--- src/rtl/ics_pkg.sv ---
`timescale 1ns / 1ps
`default_nettype none
package ics_pkg;

  localparam int VAL_W = 32;
  localparam int INV_W = 11;

  typedef struct packed {
    logic signed [VAL_W-1:0] value;
    logic                    last_in;
  } in_item_t;

  typedef struct packed {
    logic signed [VAL_W-1:0] sorted_value;
    logic [INV_W-1:0]        inversions;
    logic                    last_out;
  } out_item_t;

  // per-cycle command broadcast along the cell row
  typedef struct packed {
    logic ins;   // insert new value, larger entries move right
    logic shl;   // shift whole row left by one (emit)
  } cell_ctrl_t;

  typedef enum logic {
    ST_LOAD,
    ST_EMIT
  } state_t;

endpackage
`default_nettype wire

--- src/rtl/ics_cell.sv ---
`timescale 1ns / 1ps
`default_nettype none
module ics_cell
  import ics_pkg::*;
(
  input  wire logic                    clk,
  input  wire logic                    rst_n,
  input  wire cell_ctrl_t              ctrl,
  input  wire logic signed [VAL_W-1:0] new_value,
  input  wire logic                    prev_gt,
  input  wire logic signed [VAL_W-1:0] left_value,
  input  wire logic                    left_valid,
  input  wire logic signed [VAL_W-1:0] right_value,
  input  wire logic                    right_valid,
  output logic signed [VAL_W-1:0]      value,
  output logic                         valid,
  output logic                         gt
);

  logic signed [VAL_W-1:0] value_r, value_nxt;
  logic                    valid_r, valid_nxt;

  // empty cells count as greater, so the insertion point is the first gt cell
  always_comb begin
    gt = !valid_r || (value_r > new_value);
  end

  always_comb begin
    value_nxt = value_r;
    valid_nxt = valid_r;
    priority if (ctrl.ins) begin
      if (gt && prev_gt) begin
        value_nxt = left_value;
        valid_nxt = left_valid;
      end else if (gt) begin
        value_nxt = new_value;
        valid_nxt = 1'b1;
      end
    end else if (ctrl.shl) begin
      value_nxt = right_value;
      valid_nxt = right_valid;
    end else begin
      // idle: hold
      value_nxt = value_r;
      valid_nxt = valid_r;
    end
  end

  always_ff @(posedge clk) begin
    value_r <= value_nxt;
    if (!rst_n) begin
      valid_r <= 1'b0;
    end else begin
      valid_r <= valid_nxt;
    end
  end

  assign value = value_r;
  assign valid = valid_r;

endmodule
`default_nettype wire

--- config.mk ---
export PLATFORM = sky130hd
export DESIGN_NAME = ics_cell
export DESIGN_NICKNAME = d
export VERILOG_FILES = /design/src/rtl/ics_pkg.sv /design/src/rtl/ics_cell.sv
export SDC_FILE = /design/constraint.sdc
export NUM_CORES = 1
export LEC_CHECK = 0
export BUFFER_PORTS_ARGS = -buffer_cell sky130_fd_sc_hd__buf_2
export CORE_MARGIN = 2
export CORE_UTILIZATION = 51
export CTS_CLUSTER_SIZE = 30
export DETAILED_ROUTE_END_ITERATION = 10
export PLACE_DENSITY = 0.88
export SETUP_SLACK_MARGIN = 0.2
export SYNTH_ARGS = -nofsm -noshare
export SYNTH_HDL_FRONTEND = slang
export SYNTH_SLANG_ARGS = --single-unit
--- constraint.sdc ---
create_clock -name clk -period 7.4 [get_ports clk]
set_input_delay 2.22 -clock clk [delete_from_list [all_inputs] [get_ports clk]]
set_output_delay 2.22 -clock clk [all_outputs]
set_load 0.02 [all_outputs]
==> metrics.txt <==
Core Area=5410 um2; total track usage=24.1%; Post-CTS Setup Bufs=0; Power Density=roughly 170 nW/um2; RSZ-0062 raised after global routing=no; Seq/Total Area, Yosys=34.9%; clk_skew=0.00319 ns; reg2reg start=value[21]; Setup crit end kind=output pin; clk_lat worst skew=approximately 0.28 ns; Inserted Clock Buffers=5; Remaining DRCs=0; data arrival time of the worst path=between 4 and 5 ns; CTS tree=yes; total power=about 620 uW; most frequent cells in the layout=buf_2, inv_1, nand2_1; htree depth=2; Hold Path End=valid; first-pass GRT wire length=about 12 mm; Filler Cell Count=461; area grow syn2layout=27.8%; Hold WC Path Type=reg2reg; antenna violations before repair=0; # clock sinks=33; Peak Freq=0.154 GHz; startpoint types=input pin; Hold Fails Final Rpt=0; Synth Instances=around 310; Yosys cell types=32; setup_tns=0 ns; nets=~570; Detailed Routing Iterations Pass 1=4; layout cell share with drive strength beyond 1=around 37%; Tmin final=6.48 ns; Overflow after GRT=0; Reg2Reg Setup Slack=between 3 and 4 ns; port bufs=roughly 140; max-slew violations=0; peak supply drop=around 0.096 mV; die area=~6000 um2; Avg Cell Area, Syn=roughly 9 um2; Worst Hold Depth=3; R2R Path End=value[11]; Mapped Area=between 2000 and 3000 um2; diodes inserted=0; non-filler cells, final=506; clock slew at reported path FFs=~0.070 ns; met2 usage=between 40% and 50%; largest net degree at the start of global routing=100; initial drt markers=between 150 and 200; number of vias per cell=5.53; final setup violation count=0; IO Pins=between 100 and 150; CP required=between 5 and 6 ns; via count=2796; clk root buf=clkbuf_8; CTS hold repair buffers=0; final wirelength=~7.5 mm; met3 usage=under 10%; kind of critical path=in2out; placed cell count=roughly 500; yosys warns=0; die span in x=approximately 78 um; # resized after CTS=0; slew margin rel.=a little over a third; Pleak=approximately 0.0018 uW; row count=27; vias in the first global route=2590; most crowded layer after global routing=met2; Hold Path Origin=valid; grt met1 use=between 30% and 40%; reg2reg path depth=10; Placer Congestion=about 0.85; final period utilization=87.6%; DIE HEIGHT=between 70 and 80 um; ANT nets after route=0; Initial Util=52.0%; wire per inst=~15 um; crit-path max FO=4; syn_nets=~440; Max-Cap Viols=0; DP HPWL=between 5 and 6 mm; Worst-Margin Slew=0.957 ns; Yosys reg bits=33; outcome=finished, final reports clean; leading cell type in the layout, fill and taps excluded=buf_2; CTS max path bufs=2
[synthesized netlist by cell type (all sizes together)]
library cell	n	area [um2]
a221oi	1	8.76
a21oi	11	55.1
dfxtp	1	20.0
a311o	1	10.0
o2111ai	1	8.76
nor2	5	18.8
mux2	2	22.5
inv	66	248
and4	1	8.76
o21ai	4	20.0
clkbuf	16	60.1
nor3b	1	12.5
nand4	7	43.8
nor2b	1	6.26
a221o	1	10.0
buf	5	36.3
a21o	4	30.0
edfxtp	32	961
or2	2	12.5
o221ai	32	343
nand2	41	154
nor3	2	10.0
nand3	3	15.0
o211ai	32	240
o31a	1	8.76
ha	32	400
a2111oi	1	27.5
nor4	2	18.8
[layer usage]
| metal | routed length [um] | part of all wire (%) | vias up |
|---|---|---|---|
| li1 | - | - | 1388 |
| met1 | 3050 | 41 | 1292 |
| met2 | 3850 | 52 | 107 |
| met3 | 467 | 6.3 | 9 |
| met4 | 98 | 1.3 | 0 |
| met5 | 0 | 0 | - |
[critical path: stages]
cell and delay [ns]:
buf_2 0.09, inv_1 0.04, ha_1 0.32, nand4_1 0.20, nor4_2 0.53, nor3b_2 0.32
a2111oi_4 0.07, nor2_1 0.25, buf_2 0.22
[cells by family (layout without fill, tap and decap cells)]
family	count (synthesis)	in the layout	share of synthesized area (%)
compound gates	89	89	27.1
simple gates	65	65	10.7
mux	2	2	0.801
buf+inv	87	213	12.2
fa+ha+maj	32	32	14.2
flops	33	33	34.9
[stage by stage]
| step | hold WS (ns) | cell area [um2] | worst slack, ns | util, % |
|---|---|---|---|---|
| 6_report | 0.817 | 3590 | 0.915 | 66.5 |
| 5_1_grt | 0.908 | 3590 | 0.831 | 66.5 |
| 4_1_cts | 0.812 | 3590 | 0.937 | 66.5 |
| 3_5_place_dp | 0.793 | 3510 | 0.939 | 64.9 |
| 3_3_place_gp | 0.811 | 3510 | 0.983 | 64.9 |
| 2_1_floorplan | 0.836 | 2810 | 1.23 | - |
[how the worst max path moves through the flow]
| stage | from | to | slack [ns] | cells past startpoint |
|---|---|---|---|---|
| 2_1_floorplan | new_value[21] | gt | 1.23 | 8 |
| 3_3_place_gp | new_value[31] | gt | 0.98 | 9 |
| 3_5_place_dp | new_value[31] | gt | 0.94 | 9 |
| 4_1_cts | new_value[31] | gt | 0.94 | 9 |
| 5_1_grt | new_value[31] | gt | 0.83 | 9 |
| 6_report | new_value[31] | gt | 0.92 | 9 |
[area by class of cell]
type | count | area [um2] | area share (%)
Timing Repair Buffer | 139 | 706 | 19.6
Multi-Input combinational cell | 188 | 1490 | 41.3
Tap cell | 72 | 90.1 | 2.51
Inverter | 66 | 248 | 6.90
Clock buffer | 6 | 72.6 | 2.02
Sequential cell | 33 | 981 | 27.3
Clock inverter | 2 | 10.0 | 0.279
[sequential cells by signal, indices dropped and copies added (netlist names)]
name and flops:
value 32, valid 1
[report_power, final]
group	internal (uW)	total (uW)	switching [uW]	leakage, uW
clock	65.1	131	65.8	0.0000450
sequential	240	256	15.3	0.000338
combinational	91.4	233	142	0.00145
total	397	620	223	0.00183
Power figures use the tool's default switching activity.
